$ cat config.mk
export PLATFORM = sky130hd
export DESIGN_NAME = http_response_header_parser_unit
export DESIGN_NICKNAME = d
export VERILOG_FILES = /design/src/rtl/core/hrp_pkg.sv /design/src/rtl/core/hrp_fifo.sv /design/src/rtl/core/hrp_front.sv /design/src/rtl/core/hrp_back.sv /design/src/rtl/core/http_response_header_parser_unit.sv
export VERILOG_INCLUDE_DIRS = /design/src /design/src/rtl/core
export SDC_FILE = /design/constraint.sdc
export NUM_CORES = 1
export LEC_CHECK = 0
export ABC_CLOCK_PERIOD_IN_PS = 6100
export BUFFER_PORTS_ARGS = -buffer_cell sky130_fd_sc_hd__buf_2
export CORE_ASPECT_RATIO = 1.1
export CORE_MARGIN = 8
export CORE_UTILIZATION = 45
export DETAILED_ROUTE_END_ITERATION = 6
export HOLD_SLACK_MARGIN = 0.03
export MAX_ROUTING_LAYER = met4
export PLACE_DENSITY_LB_ADDON = 0.05
export REMOVE_ABC_BUFFERS = 1
export SYNTH_ARGS = -nofsm -noshare
export SYNTH_HDL_FRONTEND = slang
export SYNTH_SLANG_ARGS = --single-unit
$ cat constraint.sdc
create_clock -name clk_i -period 6.1 [get_ports clk_i]
set_input_delay 0.915 -clock clk_i [delete_from_list [all_inputs] [get_ports clk_i]]
set_output_delay 0.915 -clock clk_i [all_outputs]
set_load 0.01 [all_outputs]
$ cat src/rtl/core/http_response_header_parser_unit_assert.svh
// Assertion macros shared by the HTTP response header parser RTL.
`ifndef HTTP_RESPONSE_HEADER_PARSER_UNIT_ASSERT_SVH
`define HTTP_RESPONSE_HEADER_PARSER_UNIT_ASSERT_SVH

// The condition holds at every clock edge outside reset.
`define HRP_ASSERT_ALWAYS(lbl, expr, msg) \
  lbl: assert property (@(posedge clk_i) disable iff (!rst_ni) (expr)) else $error(msg);

// The consequent holds in the same cycle as the antecedent.
`define HRP_ASSERT_IMPLIES(lbl, pre, post, msg) \
  lbl: assert property (@(posedge clk_i) disable iff (!rst_ni) (pre) |-> (post)) else $error(msg);

// The consequent holds in the cycle after the antecedent.
`define HRP_ASSERT_NEXT(lbl, pre, post, msg) \
  lbl: assert property (@(posedge clk_i) disable iff (!rst_ni) (pre) |=> (post)) else $error(msg);

`endif

$ cat src/rtl/core/hrp_pkg.sv
// Shared types, constants and helper functions of the HTTP response header parser.
package hrp_pkg;

  localparam int unsigned LengthBitsDefault = 32;
  localparam int unsigned InQueueDepth      = 4;
  localparam int unsigned OutQueueDepth     = 2;

  // Configuration register indexes.
  localparam logic [1:0] CFG_MAX_STATUS   = 2'd0;
  localparam logic [1:0] CFG_MAX_HEADER   = 2'd1;
  localparam logic [1:0] CFG_DEFAULT_BODY = 2'd2;
  localparam logic [1:0] CFG_MAX_BODY     = 2'd3;

  localparam logic [15:0] MAX_STATUS_RESET   = 16'd1000;
  localparam logic [15:0] MAX_HEADER_RESET   = 16'd5000;
  localparam logic [31:0] DEFAULT_BODY_RESET = 32'd5000;
  localparam logic [31:0] MAX_BODY_RESET     = 32'd10000;

  localparam logic [7:0] CHAR_TAB   = 8'h09;
  localparam logic [7:0] CHAR_LF    = 8'h0A;
  localparam logic [7:0] CHAR_CR    = 8'h0D;
  localparam logic [7:0] CHAR_SPACE = 8'h20;
  localparam logic [7:0] CHAR_PLUS  = 8'h2B;
  localparam logic [7:0] CHAR_MINUS = 8'h2D;
  localparam logic [7:0] CHAR_ZERO  = 8'h30;
  localparam logic [7:0] CHAR_NINE  = 8'h39;
  localparam logic [7:0] CHAR_COLON = 8'h3A;

  localparam logic [3:0] NAME_LEN = 4'd14;

  localparam logic ITEM_SUMMARY = 1'b0;
  localparam logic ITEM_BODY    = 1'b1;

  typedef struct packed {
    logic [7:0] data_byte;
    logic       stream_end;
  } in_item_t;

  typedef struct packed {
    logic        item_kind;
    logic [7:0]  body_byte;
    logic        body_last;
    logic [31:0] content_length;
    logic        length_found;
    logic [15:0] status_length;
    logic [7:0]  header_count;
    logic        headers_truncated;
  } out_item_t;

  // A byte with its character classes worked out by the front end.
  typedef struct packed {
    logic [7:0] data_byte;
    logic       stream_end;
    logic       is_cr;
    logic       is_lf;
    logic       is_colon;
    logic       is_digit;
    logic [3:0] digit;
    logic       is_blank;
    logic       is_plus;
    logic       is_minus;
  } byte_class_t;

  // Characters of the header name "Content-Length".
  function automatic logic [7:0] cl_name_char(input logic [3:0] idx);
    logic [7:0] c;
    case (idx)
      4'd0:    c = 8'h43; // C
      4'd1:    c = 8'h6F; // o
      4'd2:    c = 8'h6E; // n
      4'd3:    c = 8'h74; // t
      4'd4:    c = 8'h65; // e
      4'd5:    c = 8'h6E; // n
      4'd6:    c = 8'h74; // t
      4'd7:    c = 8'h2D; // -
      4'd8:    c = 8'h4C; // L
      4'd9:    c = 8'h65; // e
      4'd10:   c = 8'h6E; // n
      4'd11:   c = 8'h67; // g
      4'd12:   c = 8'h74; // t
      4'd13:   c = 8'h68; // h
      default: c = 8'h00;
    endcase
    return c;
  endfunction

endpackage

$ cat src/rtl/core/hrp_fifo.sv
// Small register-based queue used between the parser stages.
`include "http_response_header_parser_unit_assert.svh"

module hrp_fifo #(
  parameter int unsigned WIDTH = 8,
  parameter int unsigned DEPTH = 2
) (
  input  logic             clk_i,
  input  logic             rst_ni,
  input  logic             push_i,
  input  logic [WIDTH-1:0] data_i,
  output logic             full_o,
  input  logic             pop_i,
  output logic [WIDTH-1:0] data_o,
  output logic             empty_o
);

  localparam int unsigned PtrW = (DEPTH > 1) ? $clog2(DEPTH) : 1;
  localparam int unsigned CntW = $clog2(DEPTH + 1);

  logic [WIDTH-1:0] mem_q [DEPTH];
  logic [PtrW-1:0]  wr_ptr_q, wr_ptr_d;
  logic [PtrW-1:0]  rd_ptr_q, rd_ptr_d;
  logic [CntW-1:0]  count_q, count_d;
  logic             do_push;
  logic             do_pop;

  assign full_o  = (count_q == CntW'(DEPTH));
  assign empty_o = (count_q == '0);
  assign do_push = push_i && !full_o;
  assign do_pop  = pop_i && !empty_o;
  assign data_o  = mem_q[rd_ptr_q];

  always_comb begin
    wr_ptr_d = wr_ptr_q;
    rd_ptr_d = rd_ptr_q;
    count_d  = count_q;
    if (do_push) begin
      wr_ptr_d = (wr_ptr_q == PtrW'(DEPTH - 1)) ? '0 : wr_ptr_q + 1'b1;
    end
    if (do_pop) begin
      rd_ptr_d = (rd_ptr_q == PtrW'(DEPTH - 1)) ? '0 : rd_ptr_q + 1'b1;
    end
    if (do_push && !do_pop) begin
      count_d = count_q + 1'b1;
    end else if (do_pop && !do_push) begin
      count_d = count_q - 1'b1;
    end
  end

  always_ff @(posedge clk_i or negedge rst_ni) begin
    if (!rst_ni) begin
      wr_ptr_q <= '0;
      rd_ptr_q <= '0;
      count_q  <= '0;
    end else begin
      wr_ptr_q <= wr_ptr_d;
      rd_ptr_q <= rd_ptr_d;
      count_q  <= count_d;
    end
  end

  always_ff @(posedge clk_i) begin
    if (do_push) begin
      mem_q[wr_ptr_q] <= data_i;
    end
  end

  `HRP_ASSERT_ALWAYS(a_count_bound, count_q <= CntW'(DEPTH), "queue count above depth")
  `HRP_ASSERT_NEXT(a_count_up, do_push && !do_pop, count_q == $past(count_q) + 1'b1, "lost push")
  `HRP_ASSERT_NEXT(a_count_down, do_pop && !do_push, count_q == $past(count_q) - 1'b1, "lost pop")

endmodule

$ cat src/rtl/core/hrp_front.sv
// Front end: accepts stream bytes and sorts them into character classes.
module hrp_front
  import hrp_pkg::*;
(
  input  logic        push_i,
  input  in_item_t    item_i,
  output logic        full_o,
  input  logic        q_full_i,
  output logic        q_push_o,
  output byte_class_t q_item_o
);

  logic [7:0] b;

  assign b        = item_i.data_byte;
  assign full_o   = q_full_i;
  assign q_push_o = push_i && !q_full_i;

  always_comb begin
    q_item_o            = '0;
    q_item_o.data_byte  = b;
    q_item_o.stream_end = item_i.stream_end;
    q_item_o.is_cr      = (b == CHAR_CR);
    q_item_o.is_lf      = (b == CHAR_LF);
    q_item_o.is_colon   = (b == CHAR_COLON);
    q_item_o.is_digit   = b inside {[CHAR_ZERO:CHAR_NINE]};
    q_item_o.digit      = 4'(b - CHAR_ZERO);
    q_item_o.is_blank   = b inside {[CHAR_TAB:CHAR_CR], CHAR_SPACE};
    q_item_o.is_plus    = (b == CHAR_PLUS);
    q_item_o.is_minus   = (b == CHAR_MINUS);
  end

endmodule

$ cat src/rtl/core/hrp_back.sv
// Back end: status line, header and body sequencing, and result formation.
`include "http_response_header_parser_unit_assert.svh"

module hrp_back
  import hrp_pkg::*;
#(
  parameter int unsigned LENGTH_BITS = LengthBitsDefault
) (
  input  logic        clk_i,
  input  logic        rst_ni,
  input  logic        cfg_valid_i,
  output logic        cfg_ready_o,
  input  logic [1:0]  cfg_index_i,
  input  logic [31:0] cfg_data_i,
  input  logic        q_empty_i,
  input  byte_class_t q_item_i,
  output logic        q_pop_o,
  input  logic        out_full_i,
  output logic        out_push_o,
  output out_item_t   out_item_o
);

  localparam int unsigned LB    = LENGTH_BITS;
  localparam int unsigned WideW = (LENGTH_BITS > 32) ? LENGTH_BITS : 32;

  localparam logic [1:0] PH_STATUS = 2'd0;
  localparam logic [1:0] PH_HEADER = 2'd1;
  localparam logic [1:0] PH_BODY   = 2'd2;
  localparam logic [1:0] PH_DONE   = 2'd3;

  logic [15:0] max_status_q, max_header_q;
  logic [31:0] default_body_q, max_body_q;

  logic [1:0]    phase_q, phase_d;
  logic          prev_cr_q, prev_cr_d;
  logic [15:0]   status_cnt_q, status_cnt_d;
  logic [15:0]   hdr_cnt_q, hdr_cnt_d;
  logic [7:0]    lines_q, lines_d;
  logic          line_empty_q, line_empty_d;
  logic          colon_q, colon_d;
  logic [3:0]    name_idx_q, name_idx_d;
  logic          name_ok_q, name_ok_d;
  logic [LB-1:0] acc_q, acc_d;
  logic          digits_done_q, digits_done_d;
  logic          started_q, started_d;
  logic          negative_q, negative_d;
  logic          len_seen_q, len_seen_d;
  logic [LB-1:0] parsed_q, parsed_d;
  logic [31:0]   body_rem_q, body_rem_d;

  logic          fire;
  logic          crlf;
  logic [15:0]   status_inc, hdr_inc, status_limit, hdr_limit;
  logic [LB+3:0] acc_ext, acc_mul;
  logic [LB-1:0] acc_digit;
  logic          cl_hit;
  logic          sum_len_seen;
  logic [LB-1:0] sum_parsed;
  logic [WideW-1:0] len_raw, len_w;
  logic [31:0]   sum_cl, sum_rem;
  logic          emit, emit_trunc;

  assign cfg_ready_o = 1'b1;
  assign fire        = !q_empty_i && !out_full_i;
  assign q_pop_o     = fire;
  assign crlf        = q_item_i.is_lf && prev_cr_q;

  assign status_inc   = status_cnt_q + 16'd1;
  assign hdr_inc      = hdr_cnt_q + 16'd1;
  assign status_limit = (max_status_q == '0) ? 16'd1 : max_status_q;
  assign hdr_limit    = (max_header_q == '0) ? 16'd1 : max_header_q;

  // Decimal accumulate as shift-and-add, saturating at the length maximum.
  assign acc_ext   = (LB + 4)'(acc_q);
  assign acc_mul   = (acc_ext << 3) + (acc_ext << 1) + (LB + 4)'(q_item_i.digit);
  assign acc_digit = (acc_mul[LB+3:LB] != '0) ? '1 : acc_mul[LB-1:0];

  // A completed line named exactly Content-Length updates the parsed length.
  assign cl_hit       = crlf && !line_empty_q && colon_q && name_ok_q
                        && (name_idx_q == NAME_LEN);
  assign sum_len_seen = len_seen_q || cl_hit;
  assign sum_parsed   = cl_hit ? (negative_q ? '0 : acc_q) : parsed_q;

  always_comb begin
    len_raw = sum_len_seen ? WideW'(sum_parsed) : WideW'(default_body_q);
    len_w   = (len_raw > WideW'({LB{1'b1}})) ? WideW'({LB{1'b1}}) : len_raw;
    sum_cl  = (len_w > WideW'(32'hFFFF_FFFF)) ? 32'hFFFF_FFFF : len_w[31:0];
    sum_rem = (len_w < WideW'(max_body_q)) ? len_w[31:0] : max_body_q;
  end

  always_comb begin
    phase_d       = phase_q;
    prev_cr_d     = prev_cr_q;
    status_cnt_d  = status_cnt_q;
    hdr_cnt_d     = hdr_cnt_q;
    lines_d       = lines_q;
    line_empty_d  = line_empty_q;
    colon_d       = colon_q;
    name_idx_d    = name_idx_q;
    name_ok_d     = name_ok_q;
    acc_d         = acc_q;
    digits_done_d = digits_done_q;
    started_d     = started_q;
    negative_d    = negative_q;
    len_seen_d    = len_seen_q;
    parsed_d      = parsed_q;
    body_rem_d    = body_rem_q;
    emit          = 1'b0;
    emit_trunc    = 1'b0;
    out_push_o    = 1'b0;
    out_item_o    = '0;

    if (fire) begin
      if (q_item_i.stream_end) begin
        phase_d       = PH_STATUS;
        prev_cr_d     = 1'b0;
        status_cnt_d  = '0;
        hdr_cnt_d     = '0;
        lines_d       = '0;
        line_empty_d  = 1'b1;
        colon_d       = 1'b0;
        name_idx_d    = '0;
        name_ok_d     = 1'b1;
        acc_d         = '0;
        digits_done_d = 1'b0;
        started_d     = 1'b0;
        negative_d    = 1'b0;
        len_seen_d    = 1'b0;
        parsed_d      = '0;
        body_rem_d    = '0;
      end else begin
        case (phase_q)
          PH_STATUS: begin
            if (crlf) begin
              // The CR LF pair is not part of the status length.
              status_cnt_d = status_cnt_q - 16'd1;
              phase_d      = PH_HEADER;
              prev_cr_d    = 1'b0;
            end else if (status_inc >= status_limit) begin
              status_cnt_d = status_inc;
              phase_d      = PH_HEADER;
              prev_cr_d    = 1'b0;
            end else begin
              status_cnt_d = status_inc;
              prev_cr_d    = q_item_i.is_cr;
            end
          end
          PH_HEADER: begin
            hdr_cnt_d = hdr_inc;
            if (crlf && line_empty_q) begin
              emit = 1'b1;
            end else begin
              if (crlf) begin
                if (lines_q != 8'hFF) begin
                  lines_d = lines_q + 8'd1;
                end
                len_seen_d    = sum_len_seen;
                parsed_d      = sum_parsed;
                line_empty_d  = 1'b1;
                colon_d       = 1'b0;
                name_idx_d    = '0;
                name_ok_d     = 1'b1;
                acc_d         = '0;
                digits_done_d = 1'b0;
                started_d     = 1'b0;
                negative_d    = 1'b0;
                prev_cr_d     = 1'b0;
              end else begin
                if (!colon_q) begin
                  if (q_item_i.is_colon) begin
                    colon_d = 1'b1;
                  end else if (name_ok_q && (name_idx_q < NAME_LEN)
                               && (q_item_i.data_byte == cl_name_char(name_idx_q))) begin
                    name_idx_d = name_idx_q + 4'd1;
                  end else begin
                    name_ok_d = 1'b0;
                  end
                end else if (!digits_done_q) begin
                  if (q_item_i.is_digit) begin
                    started_d = 1'b1;
                    acc_d     = acc_digit;
                  end else if (!started_q && q_item_i.is_blank) begin
                    // Leading blanks before the number are skipped.
                  end else if (!started_q && (q_item_i.is_plus || q_item_i.is_minus)) begin
                    started_d  = 1'b1;
                    negative_d = q_item_i.is_minus;
                  end else begin
                    digits_done_d = 1'b1;
                  end
                end
                line_empty_d = line_empty_q && q_item_i.is_cr && !prev_cr_q;
                prev_cr_d    = q_item_i.is_cr;
              end
              if (hdr_inc >= hdr_limit) begin
                emit       = 1'b1;
                emit_trunc = 1'b1;
              end
            end
          end
          PH_BODY: begin
            body_rem_d                = body_rem_q - 32'd1;
            out_push_o                = 1'b1;
            out_item_o.item_kind      = ITEM_BODY;
            out_item_o.body_byte      = q_item_i.data_byte;
            out_item_o.body_last      = (body_rem_q == 32'd1);
            if (body_rem_q == 32'd1) begin
              phase_d = PH_DONE;
            end
          end
          default: begin
            // Bytes after the body are dropped until the stream ends.
          end
        endcase

        if (emit) begin
          body_rem_d                   = sum_rem;
          phase_d                      = (sum_rem == '0) ? PH_DONE : PH_BODY;
          out_push_o                   = 1'b1;
          out_item_o.item_kind         = ITEM_SUMMARY;
          out_item_o.body_last         = (sum_rem == '0);
          out_item_o.content_length    = sum_cl;
          out_item_o.length_found      = sum_len_seen;
          out_item_o.status_length     = status_cnt_q;
          out_item_o.header_count      = lines_d;
          out_item_o.headers_truncated = emit_trunc;
        end
      end
    end
  end

  always_ff @(posedge clk_i or negedge rst_ni) begin
    if (!rst_ni) begin
      max_status_q   <= MAX_STATUS_RESET;
      max_header_q   <= MAX_HEADER_RESET;
      default_body_q <= DEFAULT_BODY_RESET;
      max_body_q     <= MAX_BODY_RESET;
    end else if (cfg_valid_i && cfg_ready_o) begin
      case (cfg_index_i)
        CFG_MAX_STATUS:   max_status_q   <= cfg_data_i[15:0];
        CFG_MAX_HEADER:   max_header_q   <= cfg_data_i[15:0];
        CFG_DEFAULT_BODY: default_body_q <= cfg_data_i;
        CFG_MAX_BODY:     max_body_q     <= cfg_data_i;
        default: begin
        end
      endcase
    end
  end

  always_ff @(posedge clk_i or negedge rst_ni) begin
    if (!rst_ni) begin
      phase_q       <= PH_STATUS;
      prev_cr_q     <= 1'b0;
      status_cnt_q  <= '0;
      hdr_cnt_q     <= '0;
      lines_q       <= '0;
      line_empty_q  <= 1'b1;
      colon_q       <= 1'b0;
      name_idx_q    <= '0;
      name_ok_q     <= 1'b1;
      acc_q         <= '0;
      digits_done_q <= 1'b0;
      started_q     <= 1'b0;
      negative_q    <= 1'b0;
      len_seen_q    <= 1'b0;
      parsed_q      <= '0;
      body_rem_q    <= '0;
    end else begin
      phase_q       <= phase_d;
      prev_cr_q     <= prev_cr_d;
      status_cnt_q  <= status_cnt_d;
      hdr_cnt_q     <= hdr_cnt_d;
      lines_q       <= lines_d;
      line_empty_q  <= line_empty_d;
      colon_q       <= colon_d;
      name_idx_q    <= name_idx_d;
      name_ok_q     <= name_ok_d;
      acc_q         <= acc_d;
      digits_done_q <= digits_done_d;
      started_q     <= started_d;
      negative_q    <= negative_d;
      len_seen_q    <= len_seen_d;
      parsed_q      <= parsed_d;
      body_rem_q    <= body_rem_d;
    end
  end

  `HRP_ASSERT_IMPLIES(a_body_nonzero, phase_q == PH_BODY, body_rem_q != '0, "body phase with no bytes left")
  `HRP_ASSERT_IMPLIES(a_no_push_full, out_push_o, !out_full_i, "result pushed into full queue")
  `HRP_ASSERT_IMPLIES(a_status_clean, phase_q == PH_STATUS, (lines_q == '0) && !len_seen_q, "header state left over in status phase")

endmodule

$ cat src/rtl/core/http_response_header_parser_unit.sv
// Throughput: one byte per cycle while the output queue is not full, set by the
// per-byte update in the back end.
// The input queue holds 4 classified bytes and the output queue 2 results, so each side
// may stall on its own; full rises only when the input queue is full.
// Reset (rst_ni low, asynchronous) empties both queues, returns to the status line and
// loads the configuration registers with their default values.
module http_response_header_parser_unit
  import hrp_pkg::*;
#(
  parameter int unsigned LENGTH_BITS = LengthBitsDefault
) (
  input  logic        clk_i,
  input  logic        rst_ni,
  input  logic        push,
  input  in_item_t    in_item_i,
  output logic        full,
  output logic        empty,
  input  logic        pop,
  output out_item_t   out_item_o,
  input  logic        cfg_valid_i,
  output logic        cfg_ready_o,
  input  logic [1:0]  cfg_index_i,
  input  logic [31:0] cfg_data_i
);

  logic        iq_push, iq_full, iq_empty, iq_pop;
  byte_class_t iq_wdata, iq_rdata;
  logic        oq_push, oq_full;
  out_item_t   oq_wdata;

  hrp_front u_front (
    .push_i   (push),
    .item_i   (in_item_i),
    .full_o   (full),
    .q_full_i (iq_full),
    .q_push_o (iq_push),
    .q_item_o (iq_wdata)
  );

  hrp_fifo #(
    .WIDTH ($bits(byte_class_t)),
    .DEPTH (InQueueDepth)
  ) u_in_queue (
    .clk_i   (clk_i),
    .rst_ni  (rst_ni),
    .push_i  (iq_push),
    .data_i  (iq_wdata),
    .full_o  (iq_full),
    .pop_i   (iq_pop),
    .data_o  (iq_rdata),
    .empty_o (iq_empty)
  );

  hrp_back #(
    .LENGTH_BITS (LENGTH_BITS)
  ) u_back (
    .clk_i       (clk_i),
    .rst_ni      (rst_ni),
    .cfg_valid_i (cfg_valid_i),
    .cfg_ready_o (cfg_ready_o),
    .cfg_index_i (cfg_index_i),
    .cfg_data_i  (cfg_data_i),
    .q_empty_i   (iq_empty),
    .q_item_i    (iq_rdata),
    .q_pop_o     (iq_pop),
    .out_full_i  (oq_full),
    .out_push_o  (oq_push),
    .out_item_o  (oq_wdata)
  );

  hrp_fifo #(
    .WIDTH ($bits(out_item_t)),
    .DEPTH (OutQueueDepth)
  ) u_out_queue (
    .clk_i   (clk_i),
    .rst_ni  (rst_ni),
    .push_i  (oq_push),
    .data_i  (oq_wdata),
    .full_o  (oq_full),
    .pop_i   (pop),
    .data_o  (out_item_o),
    .empty_o (empty)
  );

endmodule
== Word-level counts from Yosys, hierarchy flattened ==
Memory sizes are Yosys's and may differ from the RTL's.
Index checks and enable logic that the tools add are counted.

* Bits in registers: 257
* Latch bits: 0
* Bits in writable memories: 216
* Bits in read-only memories: 112
* Output and inout port bits: 71
* Memories kept: 3

* $add $sub $neg: 17
* Multiply operators: 0
* Div/mod/pow operators: 0
* $lt $le $gt $ge: 10
* Eq/ne operators: 30
* Shift operators: 0
* Multiplexer cells: 136
* Bitwise gates (word level): 0
* Reduce and logical (&&, ||, !) cells: 76

{| class="wikitable"
|+ Memories
! name !! words !! bits a word !! read ports !! clocked after Yosys merged registers in !! wr ports !! line !! source
|-
| u_out_queue.mem_q || 2 || 68 || 1 || 0 || 1 || hrp_fifo.sv:21 || <nowiki>logic [WIDTH-1:0] mem_q [DEPTH];</nowiki>
|-
| (name not given) || 16 || 7 || 1 || 0 || 0 || hrp_pkg.sv:67 || <nowiki>case (idx)</nowiki>
|-
| u_in_queue.mem_q || 4 || 20 || 1 || 0 || 1 || hrp_fifo.sv:21 ||
|}

{| class="wikitable"
|+ Operator list
! operator !! count
|-
| two-way mux 32 bit || 21
|-
| two-way mux 68 bit || 2
|-
| two-way mux 16 bit || 7
|-
| two-way mux 8 bit || 12
|-
| two-way mux 1 bit || 72
|-
| greater-than comparator 32 bit (second input constant) || 2
|-
| two-way mux 59 bit || 1
|-
| adder 35 x 33 -> 36 bit || 1
|-
| adder 36 x 4 -> 36 bit || 1
|-
| adder 16 x 1 -> 16 bit (second input constant) || 2
|-
| equality test 32 x 1 -> 1 bit (second input constant) || 1
|-
| equality test 8 x 6 -> 1 bit (second input constant) || 4
|-
| >= comparator 16 bit || 2
|-
| logical NOT 16 bit || 2
|-
| logical NOT 32 bit || 1
|-
| < comparator 32 bit || 1
|-
| subtractor 32 x 1 -> 32 bit (second input constant) || 1
|-
| two-way mux 4 bit || 7
|-
| logical AND 1 bit || 24
|-
| two-way mux 2 bit || 9
|-
| AND reduction 6 bit || 3
|-
| nonzero test 3 bit || 6
|-
| equality test 8 x 4 -> 1 bit (second input constant) || 2
|-
| subtractor 16 x 1 -> 16 bit (second input constant) || 1
|-
| other kinds (41) || 84
|}

== Depth between registers and ports, before layout ==
Gate-level depths: netlist of the first run.
An unclocked memory read counts as a cell.

* Depth after elaboration: 17
* Mapped depth: 20

== Cells and area by module ==
Synthesis of the first run repeated with hierarchy kept, for this count alone.

* Cells, all modules: 2233
* Area total of the unflattened synthesis: 25667.1 um^2

{| class="wikitable"
|+ Modules (own cells, without submodules)
! module !! times used !! cells an instance !! area each (um^2)
|-
| hrp_back || 1 || 1827 || 16952.5
|-
| hrp_fifo at u_out_queue || 1 || 231 || 5146.2
|-
| hrp_fifo at u_in_queue || 1 || 141 || 3340.7
|-
| hrp_front || 1 || 34 || 227.7
|}

== Worst setup path before layout of the first run ==
Ideal clock, no wire load.

* Path type: register -> register
* Start point: register u_back.hdr_cnt_q[0]
* End point: memory u_out_queue.mem_q[0][0] (netlist bit) (enable)
* Setup time: 0.495 ns
* Data arrival time: 5.948 ns
* Slack: -0.343 ns
* Stages on the path, launching flop included: 16
* Path buffers: 1
* Path through: dfrtp_1 > ha_1 > nand3_1 > nor4_1 > and3_1 > nand3_1 > xnor2_1 > ha_1 > o21a_1 > o21ai_0 > nand2b_1 > o21ai_0 > a21oi_1 > o21ai_0 > clkbuf_1 > nor2_1

* Longest elaborated chain between the ends: 13

{| class="wikitable"
|+ RTL lines
! element !! line !! source
|-
| start: declaration || hrp_back.sv:37 || <nowiki>logic [15:0] hdr_cnt_q, hdr_cnt_d;</nowiki>
|-
| start signal: assignment || hrp_back.sv:271 || <nowiki>hdr_cnt_q <= hdr_cnt_d;</nowiki>
|-
| adder 16 x 1 -> 16 bit || hrp_back.sv:69 || <nowiki>assign hdr_inc = hdr_cnt_q + 16'd1;</nowiki>
|-
| >= comparator 16 bit || hrp_back.sv:194 || <nowiki>if (hdr_inc >= hdr_limit) begin</nowiki>
|-
| two-way mux 1 bit || hrp_back.sv:194 ||
|-
| two-way mux 1 bit || hrp_back.sv:150 || <nowiki>if (crlf && line_empty_q) begin</nowiki>
|-
| two-way mux 1 bit || hrp_back.sv:132 || <nowiki>case (phase_q)</nowiki>
|-
| two-way mux 1 bit || hrp_back.sv:114 || <nowiki>if (q_item_i.stream_end) begin</nowiki>
|-
| two-way mux 1 bit || hrp_back.sv:113 || <nowiki>if (fire) begin</nowiki>
|-
| two-way mux 1 bit || hrp_back.sv:215 || <nowiki>if (emit) begin</nowiki>
|-
| two-way mux 1 bit || hrp_back.sv:114 ||
|-
| two-way mux 1 bit || hrp_back.sv:113 ||
|-
| logical AND 1 bit || hrp_fifo.sv:30 || <nowiki>assign do_push = push_i && !full_o;</nowiki>
|-
| two-way mux 1 bit || hrp_fifo.sv:64 || <nowiki>if (do_push) begin</nowiki>
|-
| two-way mux 1 bit (implied by the code) || hrp_fifo.sv:65 || <nowiki>mem_q[wr_ptr_q] <= data_i;</nowiki>
|-
| end: declaration || hrp_fifo.sv:21 ||
|}

Every way passes these cells. The select of a mux whose other input is x is not followed.

==> results of run 1 <==
## synth_stat cells, drive strengths merged, types with 5 or more instances
cell type and instances:
inv 117, nand2b 13, a211oi 18, dfstp 23
a31o 12, nand4 27, and2 18, a21o 26
o22ai 8, dfrtp 234, mux2 173, ha 144
nand3 51, o31ai 14, o21ai 190, mux2i 54
nor2 189, o21bai 5, o21a 14, edfxtp 200
nor3 63, nor2b 32, and3 46, o211ai 6
buf 32, nor4 33, clkbuf 72, a22oi 6
a22o 46, mux4 17, nand2 150, nor3b 8
a21oi 97, o221ai 6, nand3b 7, a31oi 9
xnor2 40, xor2 27, or3 8
## where the power goes
part | leakage [nW] | switching [mW] | internal (mW)
combinational | 5.95 | 3.84 | 2.32
clock | 0.842 | 1.28 | 1.88
sequential | 5.03 | 0.635 | 3.77
## cell type report
class | instances | area share, %
Inverter | 117 | 1.56
Tap cell | 736 | 3.27
Clock buffer | 72 | 5.18
Multi-Input combinational cell | 1609 | 41.6
Antenna cell | 1 | 0.00889
Timing Repair Buffer | 155 | 3.22
Clock inverter | 24 | 0.915
Sequential cell | 457 | 44.3
## logic make-up (layout without fill, tap and decap cells)
| family | count (synthesis) | after routing |
|---|---|---|
| DFF | 457 | 457 |
| muxes | 244 | 244 |
| xor gates and xnor gates | 67 | 67 |
| other | 1 | 2 |
| AOI/OAI and AO/OA | 487 | 487 |
| adders and majority gates | 147 | 147 |
| buffers and inverters | 221 | 368 |
| and+or+nand+nor | 663 | 663 |
## layer usage
| metal | wire (um) | part of all wire [%] | GRT usage [%] |
|---|---|---|---|
| met3 | 2430 | 3.5 | 2.84 |
| met4 | 1880 | 2.7 | 6.23 |
| met1 | 31300 | 45 | 29.0 |
| met5 | 0 | 0 | - |
| met2 | 34500 | 49 | 37.5 |
## sequential cells by signal (all words and copies together) (netlist names), 16 cells and up
register / cells
u_out_queue.mem_q: 136
u_in_queue.mem_q: 64
u_back.acc_q: 32
u_back.body_rem_q: 32
u_back.default_body_q: 32
u_back.max_body_q: 32
u_back.parsed_q: 32
u_back.hdr_cnt_q: 16
u_back.max_header_q: 16
u_back.max_status_q: 16
u_back.status_cnt_q: 16
## worst max path at each step
stage | cells after the start | startpoint | slack [ns] | to
2_1_floorplan | 14 | u_back.hdr_cnt_q[0]$_DFFE_PN0P_ | -1.29 | u_out_queue.mem_q[1][0]$_DFFE_PP_
3_3_place_gp | 17 | u_in_queue.rd_ptr_q[1]$_DFFE_PN0P_ | 0.97 | u_out_queue.mem_q[0][58]$_DFFE_PP_
3_5_place_dp | 17 | u_in_queue.rd_ptr_q[1]$_DFFE_PN0P_ | 0.90 | u_out_queue.mem_q[1][58]$_DFFE_PP_
4_1_cts | 17 | u_in_queue.rd_ptr_q[1]$_DFFE_PN0P_ | 0.89 | u_out_queue.mem_q[0][58]$_DFFE_PP_
5_1_grt | 17 | u_in_queue.rd_ptr_q[1]$_DFFE_PN0P_ | 0.54 | u_out_queue.mem_q[1][58]$_DFFE_PP_
6_report | 17 | u_in_queue.rd_ptr_q[1]$_DFFE_PN0P_ | 0.90 | u_out_queue.mem_q[0][58]$_DFFE_PP_
## cell usage in the layout, fill, tap and decap left out, drive strengths merged, types with 7 or more instances in the layout
master / instances
nor3: 63
nand2b: 13
and2: 18
dfstp: 23
edfxtp: 200
a22o: 46
dfrtp: 234
and3: 46
xor2: 27
xnor2: 40
nand2: 150
o21a: 14
mux2: 173
nand3b: 7
o22ai: 8
nor3b: 8
a211oi: 18
clkbuf: 72
a31oi: 9
nand3: 51
a31o: 12
clkinv: 17
nor4: 33
inv: 118
o21ai: 190
nor2b: 32
ha: 144
mux4: 17
buf: 155
mux2i: 54
nand4: 27
a21oi: 97
or3: 8
o31ai: 14
nor2: 189
a21o: 26
==> flow_summary.toml, run 1 <==
[cells_and_area]
final_cell_area_um2 = 28200
nets = 2586
fillCellCount = 4971
register_area_um2 = 12500
drive_above_1_share_pct = 19.8
final_cells = 3171
multi_input_area_um2 = 11700
utilization_pct = 51.3
area_growth_pct = 12.7

[placement]
dp_hpwl_um = 50400
portBuffers = 117
placed_cell_area_um2 = 26400
globalplace.congestion = 0.876
placed_cells = 3074
place_ws_ns = 0.902

[synthesis]
ys_warn_count = 0
synth-async-reset-ratio_pct = 56.2
synth_compound_area_share_pct = 12.2
yosys.cell_types.count = 75
ys_ff_latch = 457
muxShareOfSynthArea_pct = 11.5
synthSimpleGateAreaFrac_pct = 13.0
synth_xor_area_share_pct = 2.35
seq_area_frac_synth_pct = 49.9
synthCells = 2287
synth_area_leader_cell = "edfxtp_1"
synthAdderAreaFrac_pct = 7.45
mappedNetlistArea_um2 = 25000
syn_avg_cell_area_um2 = 10.9
synthTopCellsByArea = "edfxtp_1, dfrtp_1, mux2_2"
synth_top_flop_cell = "dfrtp_1"
synth_top_area_share_pct = 24.0
synth_top_family_by_area = "simple AND/OR/NAND/NOR gates"
synth_edf_count = 200

[floorplanning]
start_util_pct = 45.6
core_um2 = 54800
rows = 90
die_w_um = 241
die_area_um2 = 63300
die_y_um = 263
io_pins = 119

[power]
p_leak_nw = 11.8
power.total_mw = 13.7
p_per_area_nw_per_um2 = 487
peakVddDrop_v = 0.000335

[cts]
cts_root_buffer = "clkbuf_16"
clk-insertion-delay-late_ns = 0.61
cts_buffer_depth = 3
cts_setup_buffers = 0
clock_sinks = 457
cts_resized = 0
cts_tree = "done"
cts_hold_buffers = 0
cts.clk_slew.worst_paths_ns = 0.06
cts_made_buffers = 51
htree_levels = 2

[worst_setup_path]
r2r_cells = 17
slowest_stage = "mux2i_1"
rrSetupSlack_ns = 0.90
path_max_fanout = 29
cp_num_buf_inv = 5
crit_arrival_ns = 5.58
reg2reg_from = "u_in_queue.rd_ptr_q[1]$_DFFE_PN0P_"
end_kind = "flip-flop"
crit_family = "buffers and inverters"
cp_cell_sequence = "buf_4 > mux4_2 > nor4b_4 > buf_4 > mux2i_1 > inv_1 > ha_1 > nand3_1 > nor2_1 > nand4_1 > a2111oi_0 > a21oi_1 > nand3_2 > buf_4 > a211oi_1 > buf_4 > a211oi_1"
path_class = "flip-flop to flip-flop"
r2r-end = "u_out_queue.mem_q[0][58]$_DFFE_PP_"
cp.required_ns = 6.48
cp-start-kind = "flip-flop"
critical-path-max-stage-delay_ns = 0.77
cpMostUsedCell = "buf_4"

[grt]
grt_use_total_pct = 22.6
grt_pass1_vias = 18400
grt_max_degree = 140
antenna_found_initial = 1
overflow = 0
grt_first_pass_wirelength_um = 109000

[sta]
rsz0062_at_grt = "false"
setup_ws_ns = 0.898
fmax_ghz = 0.192
drv_slew = 0
clock_skew_ns = 0.0168
hold_violations = 0
period_share_pct = 85.3
setup_viol = 0
setup_tns_ns = 0
hold_ws_ns = 0.255
worstMarginPinSlew_ns = 1.20
slew_headroom_pct = 20.0
min_period_ns = 5.20

[route]
vias_per_cell = 5.70
wirelength_um = 70100
dr_total_vias = 18100
drc_errors = 0
drt_pre_antenna_iters = 5
post_drt_wl_per_cell_um = 22.1
ant_nets = 0
drt-initial-drc-count = 1244

[run]
cap_violations = 0

[worst_hold_path]
worstHoldPathType = "primary input to asynchronous set/reset pin"

[run_status]
status = "finished, final reports clean"
(Power assumes the default switching activity.)
==> run 2, diff against run 1 <==
- PLACE_DENSITY_LB_ADDON: 0.05 -> not set
==> flow_summary.toml, run 2 (same netlist as run 1, synthesis figures left out) <==
[cts]
cts_setup_buffers = 0
cts_tree = "done"
cts_buffer_depth = 3
cts_made_buffers = 49
cts_resized = 0
clock_sinks = 457
clk-insertion-delay-late_ns = 0.59
cts.clk_slew.worst_paths_ns = 0.06
cts_hold_buffers = 0
cts_root_buffer = "clkbuf_16"
htree_levels = 2

[floorplanning]
die_area_um2 = 63300
io_pins = 119
rows = 90
die_w_um = 241
core_um2 = 54800
die_y_um = 263
start_util_pct = 45.6

[grt]
grt_max_degree = 142
grt_use_total_pct = 22.0
overflow = 0
grt_first_pass_wirelength_um = 107000
grt_pass1_vias = 18700
antenna_found_initial = 0

[sta]
period_share_pct = 83.7
fmax_ghz = 0.196
min_period_ns = 5.10
setup_ws_ns = 0.996
slew_headroom_pct = 21.2
clock_skew_ns = 0.0179
worstMarginPinSlew_ns = 1.18
setup_tns_ns = 0
hold_violations = 0
setup_viol = 0
rsz0062_at_grt = "false"
drv_slew = 0

[route]
dr.max_layer_used = "met4"
post_drt_wl_per_cell_um = 21.6
drc_errors = 0
met3_length_um = 3110
drt_pre_antenna_iters = 5
drt-initial-drc-count = 1469
wl_met1_um = 29700
met2_length_um = 33400
vias_per_cell = 5.77
dr_total_vias = 18200
wirelength_um = 68300
ant_nets = 0

[cells_and_area]
nets = 2581
area_growth_pct = 12.6
fillCellCount = 4928
top_register = "u_out_queue.mem_q"
n_antenna_cell = 0
mostFrequentLayoutCells = "dfrtp_1, edfxtp_1, nor2_1"
reg_top3 = "u_out_queue.mem_q x136, u_in_queue.mem_q x64"
final_cells = 3162
final_cell_area_um2 = 28100
mostFrequentLayoutCell = "dfrtp_1"
largest_reg_flops = 136
drive_above_1_share_pct = 20.0

[worst_setup_path]
cp_cell_sequence = "inv_1 > ha_1 > nand2_1 > nor4b_4 > buf_4 > mux2i_1 > inv_1 > ha_1 > nand4_1 > nor2_1 > nand4_1 > a2111oi_0 > a21oi_1 > nand3_2 > buf_12 > mux2_2 > o21ai_0 > o21ai_0"
end_kind = "flip-flop"
critical-path-max-stage-delay_ns = 0.53
path_max_fanout = 29
path_class = "flip-flop to flip-flop"
cp_num_buf_inv = 4
slowest_stage = "mux2i_1"
crit_arrival_ns = 5.54
cp-start-kind = "flip-flop"
crit_family = "simple AND/OR/NAND/NOR gates"
cp.required_ns = 6.53

[power]
power.total_mw = 13.6
peakVddDrop_v = 0.000299
netSwitchingPower_mw = 5.68
pwr-share-seq_pct = 32.3
power.share.combinational_pct = 44.7
p_leak_nw = 11.8
p_int_mw = 7.96
power.share.clock_pct = 23.0
p_per_area_nw_per_um2 = 485
swShare_pct = 41.6

[placement]
place_ws_ns = 1.06
placed_cells = 3071
placed_cell_area_um2 = 26400
portBuffers = 117
dp_hpwl_um = 49400
globalplace.congestion = 0.908

[run]
cap_violations = 0

[worst_hold_path]
worstHoldPathType = "primary input to asynchronous set/reset pin"

[run_status]
status = "finished, final reports clean"
==> run 2: power groups by stage <==
stage	clock, mW	sequential (mW)	combinational, mW
CTS	3.20	4.41	6.10
floorplan	0	4.25	4.21
global route	3.31	4.49	6.79
global placement	0	4.44	6.01
detailed placement	0	4.47	6.08
finish	3.14	4.41	6.10
==> run 2: path summary, 6_finish.rpt <==
check / slack, ns / endpoint / cells after the start / from
max: 1.0 / u_back.body_rem_q[1]$_DFFE_PN0P_ / 18 / u_back.name_idx_q[0]$_DFFE_PN0P_
min: 0.26 / u_in_queue.count_q[0]$_DFFE_PN0P_ / 1 / rst_ni
max reg2reg: 1.0 / u_back.body_rem_q[1]$_DFFE_PN0P_ / 18 / u_back.name_idx_q[0]$_DFFE_PN0P_
min reg2reg: 0.50 / u_in_queue.count_q[2]$_DFFE_PN0P_ / 1 / u_in_queue.count_q[2]$_DFFE_PN0P_
max in group asynchronous: 4.57 / u_back.acc_q[14]$_DFFE_PN0P_ / 2 / rst_ni
min in group clk_i: 0.50 / u_in_queue.count_q[2]$_DFFE_PN0P_ / 1 / u_in_queue.count_q[2]$_DFFE_PN0P_
==> run 2: cell type report <==
type                       instances  area (um^2)  area share, %
clock buffer                      58         1310           4.67
clock inverter                    33          377           1.34
inverter                         117          439           1.56
multi-input combinational       1609        11700           41.6
sequential                       457        12500           44.3
tap                              736          921           3.27
timing repair buffer             152          908           3.23
==> run 2: routing by layer <==
metal	global-route usage, %	up-vias
met5	-	-
met4	7.22	0
met3	3.38	122
met2	36.2	382
met1	27.7	9151
li1	-	8594
==> run 2: metrics by stage <==
step	utilization (%)	hold WS, ns
floorplan	-	0.454
global placement	48.2	0.476
detailed placement	48.2	0.481
CTS	51.3	0.242
global route	51.3	0.267
finish	51.3	0.264
==> run 2: worst reg2reg max path, stage by stage (launching register included) <==
cell and delay (ns):
dfrtp_1 0.47, inv_1 0.14, ha_1 0.21, nand2_1 0.10, nor4b_4 0.28, buf_4 0.46, mux2i_1 0.54, inv_1 0.09
ha_1 0.30, nand4_1 0.08, nor2_1 0.26, nand4_1 0.24, a2111oi_0 0.47, a21oi_1 0.17, nand3_2 0.33, buf_12 0.23
mux2_2 0.36, o21ai_0 0.12, o21ai_0 0.11
